===== src/hw/rtl/odo_pkg.sv =====
// Shared constants, types and the arctangent table for the odometry block.
package odo_pkg;

  localparam int CORDIC_STEPS = 24;
  localparam int CNT_W        = $clog2(CORDIC_STEPS + 1);
  localparam int CW           = 44;  // CORDIC x/y datapath width
  localparam int ZW           = 33;  // CORDIC angle accumulator width

  localparam logic [31:0] LEFT_STEP_RESET  = 32'd4154039;
  localparam logic [31:0] RIGHT_STEP_RESET = 32'd4154039;
  localparam logic [19:0] HALF_TRACK_RESET = 20'd53120;

  localparam logic signed [CW-1:0] CORDIC_GAIN = 44'sd652032874;
  localparam logic [31:0] QUARTER_TURN = 32'h4000_0000;

  localparam logic [1:0] REG_LEFT_STEP  = 2'd0;
  localparam logic [1:0] REG_RIGHT_STEP = 2'd1;
  localparam logic [1:0] REG_HALF_TRACK = 2'd2;

  typedef struct packed {
    logic start;
    logic vector;
  } cordic_ctl_t;

  function automatic logic [31:0] atan_lut(input logic [4:0] i);
    logic [31:0] r;
    case (i)
      5'd0:  r = 32'h20000000;
      5'd1:  r = 32'h12E4051D;
      5'd2:  r = 32'h09FB385B;
      5'd3:  r = 32'h051111D4;
      5'd4:  r = 32'h028B0D43;
      5'd5:  r = 32'h0145D7E1;
      5'd6:  r = 32'h00A2F61E;
      5'd7:  r = 32'h00517C55;
      5'd8:  r = 32'h0028BE53;
      5'd9:  r = 32'h00145F2E;
      5'd10: r = 32'h000A2F98;
      5'd11: r = 32'h000517CC;
      5'd12: r = 32'h00028BE6;
      5'd13: r = 32'h000145F3;
      5'd14: r = 32'h0000A2F9;
      5'd15: r = 32'h0000517C;
      5'd16: r = 32'h000028BE;
      5'd17: r = 32'h0000145F;
      5'd18: r = 32'h00000A2F;
      5'd19: r = 32'h00000517;
      5'd20: r = 32'h0000028B;
      5'd21: r = 32'h00000145;
      5'd22: r = 32'h000000A2;
      5'd23: r = 32'h00000051;
      5'd24: r = 32'h00000028;
      5'd25: r = 32'h00000014;
      5'd26: r = 32'h0000000A;
      5'd27: r = 32'h00000005;
      5'd28: r = 32'h00000002;
      5'd29: r = 32'h00000001;
      default: r = 32'h00000000;
    endcase
    return r;
  endfunction

endpackage


===== src/hw/rtl/odo_mul.sv =====
// Shared signed 33x33 multiplier with registered product.
module odo_mul
  import odo_pkg::*;
(
  input  logic               clk,
  input  logic signed [32:0] a,
  input  logic signed [32:0] b,
  output logic        [63:0] p
);

  logic signed [65:0] full;

  assign full = a * b;

  always_ff @(posedge clk) begin
    p <= full[63:0];
  end

endmodule


===== config.mk =====
export PLATFORM = sky130hd
export DESIGN_NAME = odo_mul
export DESIGN_NICKNAME = d
export VERILOG_FILES = /design/src/hw/rtl/odo_pkg.sv /design/src/hw/rtl/odo_mul.sv
export SDC_FILE = /design/constraint.sdc
export NUM_CORES = 2
export LEC_CHECK = 0
export ABC_AREA = 1
export BUFFER_PORTS_ARGS = -buffer_cell sky130_fd_sc_hd__buf_2
export CORE_UTILIZATION = 57
export DETAILED_ROUTE_END_ITERATION = 7
export PLACE_DENSITY = 0.81
export SYNTH_ARGS = -nofsm -noshare
export SYNTH_HDL_FRONTEND = slang
export SYNTH_SLANG_ARGS = --single-unit

===== constraint.sdc =====
create_clock -name clk -period 10.7 [get_ports clk]
set_input_delay 1.605 -clock clk [delete_from_list [all_inputs] [get_ports clk]]
set_output_delay 1.605 -clock clk [all_outputs]
set_load 0.03 [all_outputs]

**Word-level counts from Yosys, hierarchy flattened**

Cells that the tools add are included.

- Bits in registers: 64
- Bits of input ports: 67
- Output and inout bits: 64
- Logic and storage cells: 2

- Multipliers: 1

Operator list:

| kind | count |
|---|---|
| $mul 33x33->64 | 1 |

**Logic depth before layout (Yosys ltp)**

- Word-level depth: 1
- Mapped depth: 32
- Depth with buffers taken out: 30

**Worst setup path before layout**

Ideal clock, no wire load.

- Path type: input-to-reg
- Start: input a[32]
- End: register p[50]
- Setup time: 113 ps
- Arrival time: 8454 ps
- Required time: 10587 ps
- Slack: 2133 ps
- Stages: 26
- Cells stage by stage: clkbuf_1 > clkbuf_1 > nand2_1 > inv_1 > fa_1 > fa_1 > fa_1 > inv_1 > fa_1 > inv_1 > fa_1 > fa_1 > fa_1 > inv_1 > fa_1 > inv_1 > ha_1 > nand2_1 > nor2_1 > inv_1 > nor3_2 > nand2_1 > nor3_2 > nand2_1 > nand4_1 > nand2_1

- Cells in the longest elaborated chain, start to end: 1

Ends and longest elaborated chain:

| item | RTL line | source |
|---|---|---|
| start: declaration | odo_mul.sv:6 | `input logic signed [32:0] a,` |
| $mul 33x33->64 | odo_mul.sv:13 | `assign full = a * b;` |
| named net full[50] | odo_mul.sv:11 | `logic signed [65:0] full;` |
| end signal: assignment | odo_mul.sv:16 | `p <= full[63:0];` |
| end: declaration | odo_mul.sv:8 | `output logic [63:0] p` |

The timed path passes the listed nets, and every way through them passes these cells.

**Worst setup path in the final report**

- Start: input b[0]
- End: register p[55]

- Cells in the longest elaborated chain, start to end: 1

Ends and longest elaborated chain:

| item | RTL line | source |
|---|---|---|
| start: declaration | odo_mul.sv:7 | `input logic signed [32:0] b,` |
| $mul 33x33->64 | odo_mul.sv:13 |  |
| named net full[55] | odo_mul.sv:11 |  |

The timed path passes the listed nets, and every way through them passes these cells.

==> tab_implementation.tex <==
\begin{tabular}{lr}
\hline
Metric & Value \\
\hline
\multicolumn{2}{l}{\textbf{Worst setup path}} \\
Crit path required time & around 11000 ps \\
Max stage delay on crit path & 930 ps \\
Max Fanout on Critical Path & 33 \\
Crit path capture type & flop \\
Critical Path Start & b[0] \\
Setup Crit Path Kind & in -> reg \\
Slowest cell on the critical path & sky130\_fd\_sc\_hd\_\_fa\_1 \\
Arrival time at the worst endpoint & roughly 9700 ps \\
Library cell appearing most often on the critical path & sky130\_fd\_sc\_hd\_\_fa\_1 \\
Category of the worst setup path launch point & input port \\
Critical path capture point & p[55] \\
Cells traversed along the worst timing path & buf\_2 > nand2\_1 > inv\_1 > fa\_1 > fa\_1 > fa\_1 > inv\_1 > fa\_1 > inv\_1 > fa\_1 > fa\_1 > fa\_1 > inv\_1 > fa\_1 > inv\_1 > ha\_1 > nand2\_1 > nor2\_1 > nand2\_1 > nor3\_1 > nand3\_1 > nand4\_1 > nand2\_1 \\
\multicolumn{2}{l}{\textbf{Layout}} \\
Ratio of cells with drive above 1 in the final layout & 4.04\% \\
Number of nets in the layout & between 6k and 7k \\
Final core area utilization & slightly below 60\% \\
Area added between synthesis and finish & 3.05\% \\
Number of flip-flops under the largest register name & 64 \\
Most flops, register & p \\
Registers with the highest flip-flop counts & p x64 \\
\multicolumn{2}{l}{\textbf{Drt}} \\
Total iterations of the first detailed-routing run & 6 \\
Antenna violation net count after detailed routing & 0 \\
Detailed-route vias per instance & around 5.3 \\
Average routed wire per standard cell & roughly 19 µm \\
Number of DRC violations after detailed routing & 0 \\
Wire length reported by the detailed router & roughly 120 mm \\
Vias post-DR & around 33k \\
DR iter-0 viols & between 2k and 3k \\
\multicolumn{2}{l}{\textbf{Timing}} \\
Slew at the pin with the worst max-slew slack & around 1200 ps \\
Setup-violating endpoint count in the final report & 0 \\
Highest achievable clock rate & 106 MHz \\
Post-layout min period & approximately 9400 ps \\
Number of hold violations in the final report & 0 \\
Max transition margin & between 10\% and 20\% \\
Final period util & $\sim$88\% \\
Pins over their slew limit & 0 \\
Setup Total Neg Slack & 0 ps \\
RSZ-0062 raised after global routing & false \\
\multicolumn{2}{l}{\textbf{CTS}} \\
Number of buffers created by CTS & 9 \\
Number of H-tree branching levels & 3 \\
Clock tree from TritonCTS & built \\
Clk sinks & 64 \\
Buffer cell driving the clock tree root & sky130\_fd\_sc\_hd\_\_clkbuf\_16 \\
Hold bufs inserted after CTS & 0 \\
Number of buffers inserted to repair setup after CTS & 0 \\
Clock Tree Buf Depth & 2 \\
Clock Pin Slew Worst Setup and Hold Paths & about 70 ps \\
Resize count post-CTS & 0 \\
\multicolumn{2}{l}{\textbf{Placed design}} \\
Buffers on Ports & 130 \\
Post-DP HPWL & about 97 mm \\
Weighted congestion at the end of routability-driven global placement & 0.997 \\
\multicolumn{2}{l}{\textbf{Status}} \\
Run status & finished clean \\
\multicolumn{2}{l}{\textbf{Run}} \\
Max-cap viol count & 0 \\
\multicolumn{2}{l}{\textbf{Synth}} \\
Yosys warning total & 0 \\
Proportion of register bits with asynchronous set or reset after synthesis & 0\% \\
Number of flops mapped to enable cells by yosys & 0 \\
Cell type contributing the most total cell area after synthesis & sky130\_fd\_sc\_hd\_\_fa\_1 \\
Cell types with the largest area share after synthesis & sky130\_fd\_sc\_hd\_\_fa\_1 (54\%), sky130\_fd\_sc\_hd\_\_inv\_1 (16\%), sky130\_fd\_sc\_hd\_\_nand2\_1 (13\%), sky130\_fd\_sc\_hd\_\_ha\_1 (6.3\%), sky130\_fd\_sc\_hd\_\_dfxtp\_1 (3.0\%) \\
Synthesized area divided by synthesized cell count & between 7 and 8 µm² \\
Synthesized netlist net count & about 6.8k \\
Seq/Total Area, Yosys & under 10\% \\
Synthesized instance count & between 5k and 6k \\
Most common flop cell mapped by yosys & sky130\_fd\_sc\_hd\_\_dfxtp\_1 \\
Yosys cell types & 32 \\
Yosys reg bits & between 60 and 70 \\
Post-synthesis instance area & between 40000 and 50000 µm² \\
Portion of synthesized cell area occupied by the leading cell type & 53.6\% \\
\multicolumn{2}{l}{\textbf{Global routing}} \\
Maximum number of pins on one net before global-route repair & 36 \\
First-pass GRT wire length & 191 mm \\
Final global-route overflow total & 0 \\
Antenna violations before repair & 10 \\
Global-route usage over all layers & approximately 33\% \\
Via count of the first global-routing pass & around 36k \\
\multicolumn{2}{l}{\textbf{Floorplanning}} \\
Die outline width & between 200 and 300 µm \\
Die ar. & $\sim$75000 µm² \\
Starting density of the core & between 50 and 60\% \\
Cell Rows & around 100 \\
Die outline height & approximately 270 µm \\
Area of the core region & $\sim$73000 µm² \\
Count of boundary I/O pins & between 100 and 150 \\
\multicolumn{2}{l}{\textbf{Min path}} \\
Hold WC Path Type & in -> reg \\
\hline
\end{tabular}
-- worst max-delay path: cells and delay by family --
kind,cells,cell delay [ps]
adder cells (fa/ha/maj),9,5300
AND/OR/NAND/NOR,8,1240
buffers and inverters,6,1510
-- cell usage in the layout (no fill, tap or decap), types with 2 or more instances in the layout --
| cell | netlist | routed |
|---|---|---|
| sky130_fd_sc_hd__nor2_2 | 17 | 17 |
| sky130_fd_sc_hd__diode_2 | 0 | 6 |
| sky130_fd_sc_hd__o21ai_0 | 35 | 35 |
| sky130_fd_sc_hd__ha_1 | 212 | 212 |
| sky130_fd_sc_hd__fa_1 | 1125 | 1125 |
| sky130_fd_sc_hd__inv_1 | 1799 | 1799 |
| sky130_fd_sc_hd__xnor2_1 | 5 | 5 |
| sky130_fd_sc_hd__a21oi_1 | 75 | 75 |
| sky130_fd_sc_hd__o21ai_1 | 7 | 7 |
| sky130_fd_sc_hd__or2_2 | 6 | 6 |
| sky130_fd_sc_hd__nand2_1 | 1431 | 1431 |
| sky130_fd_sc_hd__nor2_4 | 2 | 2 |
| sky130_fd_sc_hd__o21bai_1 | 18 | 18 |
| sky130_fd_sc_hd__nor3_2 | 4 | 4 |
| sky130_fd_sc_hd__clkbuf_16 | 0 | 9 |
| sky130_fd_sc_hd__nor3_1 | 6 | 6 |
| sky130_fd_sc_hd__buf_2 | 2 | 130 |
| sky130_fd_sc_hd__nor2_1 | 129 | 129 |
| sky130_fd_sc_hd__xor2_1 | 31 | 31 |
| sky130_fd_sc_hd__dfxtp_1 | 64 | 64 |
| sky130_fd_sc_hd__clkinv_4 | 0 | 3 |
| sky130_fd_sc_hd__nand3_2 | 6 | 6 |
| sky130_fd_sc_hd__a21o_1 | 5 | 5 |
| sky130_fd_sc_hd__nand3b_1 | 2 | 2 |
| sky130_fd_sc_hd__nand2_2 | 14 | 14 |
| sky130_fd_sc_hd__buf_4 | 0 | 13 |
| sky130_fd_sc_hd__nand4_1 | 20 | 20 |
| sky130_fd_sc_hd__nand3_1 | 66 | 66 |
-- cells by family (layout without fill, tap and decap cells) --
| family | count (synthesis) | in the layout | synth area share [%] |
|---|---|---|---|
| compound gates | 143 | 143 | 1.86 |
| xor+xnor | 36 | 36 | 0.750 |
| fa+ha+maj | 1337 | 1337 | 59.9 |
| buf+inv | 2063 | 1959 | 18.4 |
| flops | 64 | 64 | 3.05 |
| other cells | 0 | 6 | 0 |
| simple gates | 1706 | 1706 | 16.0 |
-- worst min-delay path by stage --
stage / from / end / slack (ps) / cells past startpoint
global placement: p[3] / p[3] / 2040 / 1
finish: b[0] / p[0] / 1820 / 3
global route: b[0] / p[0] / 1850 / 3
detailed placement: p[4] / p[4] / 2040 / 1
floorplan: a[0] / p[0] / 1870 / 3
CTS: b[0] / p[0] / 1800 / 3
-- cell usage after synthesis (18+ instances only) --
cell and instances:
sky130_fd_sc_hd__nand2_1 1431, sky130_fd_sc_hd__clkbuf_1 261, sky130_fd_sc_hd__o21bai_1 18, sky130_fd_sc_hd__dfxtp_1 64, sky130_fd_sc_hd__xor2_1 31, sky130_fd_sc_hd__nor2_1 129
sky130_fd_sc_hd__fa_1 1125, sky130_fd_sc_hd__nand3_1 66, sky130_fd_sc_hd__nand4_1 20, sky130_fd_sc_hd__a21oi_1 75, sky130_fd_sc_hd__o21ai_0 35, sky130_fd_sc_hd__ha_1 212
sky130_fd_sc_hd__inv_1 1799
-- layer usage --
| layer | vias to the layer above | part of all wire (%) | track usage (%) |
|---|---|---|---|
| li1 | 14300 | - | - |
| met1 | 16500 | 37 | 42.5 |
| met2 | 1660 | 48 | 55.1 |
| met3 | 343 | 9.5 | 6.43 |
| met4 | 10 | 4.5 | 13.4 |
| met5 | - | 0.061 | 0 |
-- area by class of cell --
class	count	area, µm²
antenna	6	15.0
clock buffer	10	239
clock inverter	6	68.8
fill	6342	29600
inverter	1800	6760
multi-input combinational	3222	33000
sequential	64	1280
tap	959	1200
timing repair buffer	143	748
-- per-stage QoR --
step | cell area [µm²] | setup slack (ps) | hold slack (ps) | instances
final | 43300 | 1280 | 1820 | 6210
after global routing | 43300 | 758 | 1850 | 6206
after CTS | 43300 | 1320 | 1800 | 6204
after detailed placement | 43000 | 984 | 2040 | 6188
after global placement | 43000 | 1180 | 2040 | 6188
after floorplan | 42000 | 2130 | 1870 | 5349
Power is left out: the tool's default activity adds up to more than one toggle a clock period on the data nets, which glitch-free logic cannot reach.
