$ cat src/hw/rtl/odo_pkg.sv
// Shared constants, types and the arctangent table for the odometry block.
package odo_pkg;

  localparam int CORDIC_STEPS = 24;
  localparam int CNT_W        = $clog2(CORDIC_STEPS + 1);
  localparam int CW           = 44;  // CORDIC x/y datapath width
  localparam int ZW           = 33;  // CORDIC angle accumulator width

  localparam logic [31:0] LEFT_STEP_RESET  = 32'd4154039;
  localparam logic [31:0] RIGHT_STEP_RESET = 32'd4154039;
  localparam logic [19:0] HALF_TRACK_RESET = 20'd53120;

  localparam logic signed [CW-1:0] CORDIC_GAIN = 44'sd652032874;
  localparam logic [31:0] QUARTER_TURN = 32'h4000_0000;

  localparam logic [1:0] REG_LEFT_STEP  = 2'd0;
  localparam logic [1:0] REG_RIGHT_STEP = 2'd1;
  localparam logic [1:0] REG_HALF_TRACK = 2'd2;

  typedef struct packed {
    logic start;
    logic vector;
  } cordic_ctl_t;

  function automatic logic [31:0] atan_lut(input logic [4:0] i);
    logic [31:0] r;
    case (i)
      5'd0:  r = 32'h20000000;
      5'd1:  r = 32'h12E4051D;
      5'd2:  r = 32'h09FB385B;
      5'd3:  r = 32'h051111D4;
      5'd4:  r = 32'h028B0D43;
      5'd5:  r = 32'h0145D7E1;
      5'd6:  r = 32'h00A2F61E;
      5'd7:  r = 32'h00517C55;
      5'd8:  r = 32'h0028BE53;
      5'd9:  r = 32'h00145F2E;
      5'd10: r = 32'h000A2F98;
      5'd11: r = 32'h000517CC;
      5'd12: r = 32'h00028BE6;
      5'd13: r = 32'h000145F3;
      5'd14: r = 32'h0000A2F9;
      5'd15: r = 32'h0000517C;
      5'd16: r = 32'h000028BE;
      5'd17: r = 32'h0000145F;
      5'd18: r = 32'h00000A2F;
      5'd19: r = 32'h00000517;
      5'd20: r = 32'h0000028B;
      5'd21: r = 32'h00000145;
      5'd22: r = 32'h000000A2;
      5'd23: r = 32'h00000051;
      5'd24: r = 32'h00000028;
      5'd25: r = 32'h00000014;
      5'd26: r = 32'h0000000A;
      5'd27: r = 32'h00000005;
      5'd28: r = 32'h00000002;
      5'd29: r = 32'h00000001;
      default: r = 32'h00000000;
    endcase
    return r;
  endfunction

endpackage

$ cat src/hw/rtl/odo_cordic.sv
// Iterative CORDIC unit, one micro-rotation per cycle, vectoring or rotation mode.
module odo_cordic
  import odo_pkg::*;
(
  input  logic                 clk,
  input  logic                 rst,
  input  cordic_ctl_t          ctl,
  input  logic signed [CW-1:0] x0,
  input  logic signed [CW-1:0] y0,
  input  logic signed [ZW-1:0] z0,
  output logic                 done,
  output logic signed [CW-1:0] x,
  output logic signed [CW-1:0] y,
  output logic signed [ZW-1:0] z
);

  logic             busy;
  logic             vec_mode;
  logic [CNT_W-1:0] cnt;
  logic signed [CW-1:0] xs, ys;
  logic signed [ZW-1:0] at;
  logic             plus;

  assign xs   = x >>> cnt;
  assign ys   = y >>> cnt;
  assign at   = $signed({1'b0, atan_lut(5'(cnt))});
  // rotate toward zero residual: by z sign when rotating, by y sign when vectoring
  assign plus = vec_mode ? y[CW-1] : ~z[ZW-1];

  always_ff @(posedge clk) begin
    if (rst) begin
      busy <= 1'b0;
      done <= 1'b0;
      cnt  <= '0;
    end else begin
      done <= 1'b0;
      if (ctl.start) begin
        busy     <= 1'b1;
        vec_mode <= ctl.vector;
        cnt      <= '0;
        x        <= x0;
        y        <= y0;
        z        <= z0;
      end else if (busy) begin
        if (cnt == CNT_W'(CORDIC_STEPS)) begin
          busy <= 1'b0;
          done <= 1'b1;
        end else begin
          cnt <= cnt + 1'b1;
          if (plus) begin
            x <= x - ys;
            y <= y + xs;
            z <= z - at;
          end else begin
            x <= x + ys;
            y <= y - xs;
            z <= z + at;
          end
        end
      end
    end
  end

endmodule

$ cat config.mk
export PLATFORM = sky130hd
export DESIGN_NAME = odo_cordic
export DESIGN_NICKNAME = d
export VERILOG_FILES = /design/src/hw/rtl/odo_pkg.sv /design/src/hw/rtl/odo_cordic.sv
export SDC_FILE = /design/constraint.sdc
export NUM_CORES = 1
export LEC_CHECK = 0
export BUFFER_PORTS_ARGS = -buffer_cell sky130_fd_sc_hd__buf_4
export CORE_MARGIN = 2
export CORE_UTILIZATION = 38
export CTS_CLUSTER_DIAMETER = 60
export CTS_CLUSTER_SIZE = 28
export DETAILED_ROUTE_END_ITERATION = 10
export PLACE_DENSITY = 0.61
export RECOVER_POWER = 50
export SYNTH_ARGS = -nofsm -noshare
export SYNTH_HDL_FRONTEND = slang
export SYNTH_SLANG_ARGS = --single-unit
export TNS_END_PERCENT = 20
$ cat constraint.sdc
create_clock -name clk -period 23.4 [get_ports clk]
set_input_delay 3.51 -clock clk [delete_from_list [all_inputs] [get_ports clk]]
set_output_delay 3.51 -clock clk [all_outputs]
set_load 0.02 [all_outputs]
# Word level (Yosys, flattened, before mapping)
# Memory sizes are Yosys's and may differ from the RTL's. A register that Yosys moved wholly into a read port is not among the register bits.
# Cells that the tools add are included.
[word_totals] register_bits=129 latch_bits=0 mem_bits_rw=0 romBits=960 inputBits=125 output_inout_bits=122 mem_count=1
[memory_table] memory="(no name shown)" depth=32 width=30 rd=1 rd_clocked_by_memory_dff=1 write_ports=0 line_no="odo_pkg.sv:27" rtl="case (i)"
[classes] n_addsub=7 mul=0 n_div=0 n_lt_le_gt_ge=0 n_eq_ne=2 n_shift=2 mux=19 bitwise=4 n_reduce_logical=6
[op_table] op="2-to-1 mux 44 bit" n=8
[op_table] op="2-to-1 mux 33 bit" n=4
[op_table] op="adder 44 bit" n=2
[op_table] op=">>> shifter 44 x 5 -> 44 bit" n=2
[op_table] op="subtractor 44 bit" n=2
[op_table] op="adder 33 bit" n=1
[op_table] op="subtractor 33 bit" n=1
[op_table] op="2-to-1 mux 5 bit" n=2
[op_table] op="adder 5 x 1 -> 5 bit, second input constant" n=1
[op_table] op="equality test 5 bit, second input constant" n=1
[op_table] op="2-to-1 mux 1 bit" n=5
[op_table] op="inverter 1 bit" n=4
[op_table] op="AND reduction 2 bit" n=2
[op_table] op="AND reduction 3 bit" n=1
[op_table] op="OR reduction 3 bit" n=1
[op_table] op="!= test 2 bit, second input constant" n=1
[op_table] op="nonzero test 2 bit" n=1
[op_table] op="OR reduction 2 bit" n=1

# Longest topological paths before layout
[logic_depth] ltp_word=6 ltp_mapped=30 depth_no_buf=25

# Worst setup path before layout
# No wires, ideal clock.
[synth_timing] path_kind="input port to flip-flop" start="in ctl[1] (netlist bit)" end="reg x[0], enable pin" arrival_time_ns=10.275 required_ns=22.758 setup_slack_ns=12.482 cell_stages=5 path_cell_list="clkbuf_1 > clkbuf_1 > clkinv_1 > clkbuf_1 > a21oi_1"
[synth_between] elab_chain_cells=2 elab_cells_between_ends=3 cone_classes="eq/ne: 1; reduce/logical: 2"
[synth_rtl] item="from (decl)" line_no="odo_cordic.sv:7" rtl="input cordic_ctl_t ctl,"
[synth_rtl] item="!= test 2 bit (no source line) / nonzero test 2 bit (equally long branches)"
[synth_rtl] item="AND reduction 3 bit (no source line) *"
[synth_rtl] item="to (signal assigned)" line_no="odo_cordic.sv:51" rtl="x <= x - ys;"
[synth_rtl] item="to (signal assigned)" line_no="odo_cordic.sv:55" rtl="x <= x + ys;"
[synth_rtl] item="to (decl)" line_no="odo_cordic.sv:12" rtl="output logic signed [CW-1:0] x,"
# Every way passes the cells marked *; elsewhere a longest branch is shown, timed or not.
# A chain may end at the register's enable or synchronous reset.

# Worst setup path after layout
[layout_timing] start="reg cnt[1]" end="reg x[41], data pin"
[layout_between] elab_chain_cells=6 elab_cells_between_ends=7 cone_classes="add/sub: 2; shift: 1; mux: 4"
[layout_rtl] item="from (decl)" line_no="odo_cordic.sv:19" rtl="logic [CNT_W-1:0] cnt;"
[layout_rtl] item="from (signal assigned)" line_no="odo_cordic.sv:49" rtl="cnt <= cnt + 1'b1;"
[layout_rtl] item=">>> shifter 44 x 5 -> 44 bit *" line_no="odo_cordic.sv:25" rtl="assign ys = y >>> cnt;"
[layout_rtl] item="adder 44 bit / subtractor 44 bit (equally long branches)" line_no="odo_cordic.sv:55, odo_cordic.sv:51"
[layout_rtl] item="2-to-1 mux 44 bit *" line_no="odo_cordic.sv:50" rtl="if (plus) begin"
[layout_rtl] item="2-to-1 mux 44 bit *" line_no="odo_cordic.sv:45" rtl="if (cnt == CNT_W'(CORDIC_STEPS)) begin"
[layout_rtl] item="2-to-1 mux 44 bit *" line_no="odo_cordic.sv:44" rtl="end else if (busy) begin"
[layout_rtl] item="2-to-1 mux 44 bit *" line_no="odo_cordic.sv:37" rtl="if (ctl.start) begin"
# Every way passes the cells marked *; elsewhere a longest branch is shown, timed or not. The select of a mux whose other input is x is not followed.

==> metrics <==
status finished, violations left; failing checks max-capacitance violations, max-slew violations; commonest non-fill, non-tap cell in the layout nand2_1; ys async rst share 0%; DRT iter0 DRCs 2076; Final Setup Violations 0; RR Startpoint cnt[1]$_SDFFE_PP0P_; Worst Hold Path EP done$_SDFF_PP0_; Worst Path Required 23550 ps; Sinks on Clock Net 159; final WL 87700 um; Resized cells post-CTS 0; Worst Hold Class flip-flop to flip-flop; Startpoint Class flip-flop; setup tns final 0 ps; Leak Pwr 0.00928 uW; DR vias 21800; syn nets 2835; post-synthesis cell count 2568; antenna-violating nets left 0; CTS Buffer Depth 2; FF-to-FF path depth 21; IO Count 247; Seq/Total Area, Yosys 19.9%; worst hold stages 2; Design Area, Final 0.0245 sq mm; drt first pass iters 6; worst-path fanout max 40; share of cells above drive strength 1 14.1%; max-cap violations 6; commonest cells after routing, fill and taps aside 303 x nand2_1, 246 x o21ai_0, 185 x a21oi_1; min Tclk post-route 9020 ps; clock root cell clkbuf_16; PwrDens 131 mW/mm^2; CTS Hold Bufs 0; synth top area cells edfxtp_1 17%, mux4_2 10%, ha_1 7.9%, o21ai_0 5.6%, mux2i_1 5.3%; clock buffer count from CTS 17; Filler cells 5821; Via-to-Cell Ratio 6.24; largest area contributor in the netlist edfxtp_1; number of global-route vias before repair 21300; diode count 0; Max VDD drop 0.0686 mV; CTS tree yes; Core Area 0.0576 sq mm; CP Class flip-flop to flip-flop; Starting Density 38.4%; crit path DAT 9180 ps; Die H 245 um; WL/cell 25.1 um; flop2flop setup slack 14380 ps; total gr overflow 0; hold path startpoint busy$_SDFF_PP0_; CP Capture Type flip-flop; register bit total from synthesis 159; post-synthesis simple-gate area fraction 16.2%; RSZ-0062 raised after global routing false; Buffers on Ports 246; H-tree depth 4; Total GRT Usage 28.7%; Synth warnings 0; post-DP HPWL 66800 um; Synth Area in Compound Gates 23.4%; Final nets 2987; largest family of logic cells by synthesized area compound AO/OA/AOI/OAI gates; DRC viols 0; clock skew 19.8 ps; post-synth cell types 97; Least-Margin Pin Slew 3200 ps; part of the cycle the worst path needs 38.6%; initial antenna violation count 1; full die area 0.0602 sq mm; number of enable flip-flop cells after synthesis 122; Post-CTS Setup Bufs 0; Clock transition at path regs 80 ps; # rows 88; Final Hold Fails 0; Max-slew headroom -114%; clk_lat worst skew 520 ps; adder-cell share of the synthesized area 8.13%; mux cell area share after synthesis 18.9%; Synth Area per Inst 8.62 sq um; count of pins over their slew limit 358; r2r endpoint x[41]$_DFFE_PP_; placed instance area 0.0244 sq mm; die width 245 um; first-pass GRT wire length 132000 um; pin count of the biggest net entering global routing 86; Post-Synth XOR/XNOR Area 8.75%; fmax 111 MHz; Post-Syn Area 0.0221 sq mm; GPL Wtd Cong 1.01; Syn-to-layout area delta 10.9%; post-synth top area share 16.6%; Synth Flop Type edfxtp_1
[logic make-up after synthesis]
kind of cell             Yosys count
multiplexers                     274
AND/OR/NAND/NOR                  753
flip-flops                       159
XOR/XNOR                         221
AO/OA/AOI/OAI                    813
buffers and inverters            206
adder cells (fa/ha/maj)          142
[layer usage]
layer,track usage (%),vias up,routed length (um)
li1,-,10100,-
met1,36.3,10800,36500
met2,47.9,848,42200
met3,4.67,187,5330
met4,13.0,0,3690
met5,0,-,0
[power breakdown]
group	total, uW	internal (uW)	switching [uW]
Sequential	584	422	162
Clock	305	145	160
Combinational	2340	956	1380
Total	3220	1520	1700
[flip-flops by register name (all words and copies together) (netlist names)]
name,count
vec_mode,1
y,44
cnt,5
done,1
x,44
busy,1
z,33
at,30
[synthesized netlist by cell type (all sizes together) (14+ instances only)]
cell type  number
a22oi          20
clkbuf         61
nand4          17
ha            139
dfxtp          37
o21bai         19
xnor2         116
o31ai          21
a31oi          34
a221oi         14
nor2b          29
buf            86
mux2           49
inv            55
o22ai          32
o21a           25
nor2          157
nor3           42
o21ai         257
a21oi         186
mux4          108
nand3          54
nand2         303
and3           33
nand2b         24
a211oi         25
edfxtp        122
mux2i         117
o211ai         19
a21o           55
xor2          105
and2           29
[how the worst max path moves through the flow]
| stage | start | slack (ps) | end | cells past startpoint |
|---|---|---|---|---|
| after CTS | cnt[1]$_SDFFE_PP0P_ | 14670 | y[42]$_DFFE_PP_ | 23 |
| final | cnt[1]$_SDFFE_PP0P_ | 14380 | x[41]$_DFFE_PP_ | 21 |
| after global placement | cnt[1]$_SDFFE_PP0P_ | 14830 | x[41]$_DFFE_PP_ | 21 |
| after detailed placement | cnt[1]$_SDFFE_PP0P_ | 14710 | y[42]$_DFFE_PP_ | 23 |
| after global routing | ctl[1] | 13550 | x[7]$_DFFE_PP_ | 4 |
| after floorplan | ctl[1] | 12480 | x[0]$_DFFE_PP_ | 5 |
[per-stage QoR]
step                instances  total power, uW  hold slack (ps)  setup slack, ps  util (%)
finish                   3498             3220              550            14380      42.6
global route             3498             3470              594            13550      42.6
CTS                      3498             3250              557            14670      43.5
detailed placement       3466             2930              534            14710      42.4
global placement         3466             2890              545            14830      42.4
floorplan                2568             2230              449            12480         -
[critical path: stages, from the launching register on]
cell,delay (ps)
dfxtp_4,680
buf_4,540
mux4_1,770
mux2_2,320
o22ai_1,690
o22ai_1,400
nor4_2,450
nand3_1,450
nor4_2,810
a21oi_1,190
xnor2_1,160
ha_1,360
and3_1,250
nand4_1,110
o21ai_0,80
o21bai_1,210
o41ai_1,880
o21ai_0,280
a311oi_1,590
o31ai_1,170
xnor2_1,150
o21ai_0,80
[area by class of cell]
type	instances	area (sq um)	share of cell area, %
Inverter	59	221	0.903
Tap cell	765	957	3.90
Sequential cell	159	4420	18.0
Clock inverter	15	193	0.785
Timing Repair Buffer	280	1620	6.59
Multi-Input combinational cell	2203	16700	68.1
Clock buffer	17	425	1.73
No activity file was read; power rests on OpenSTA's default activity.
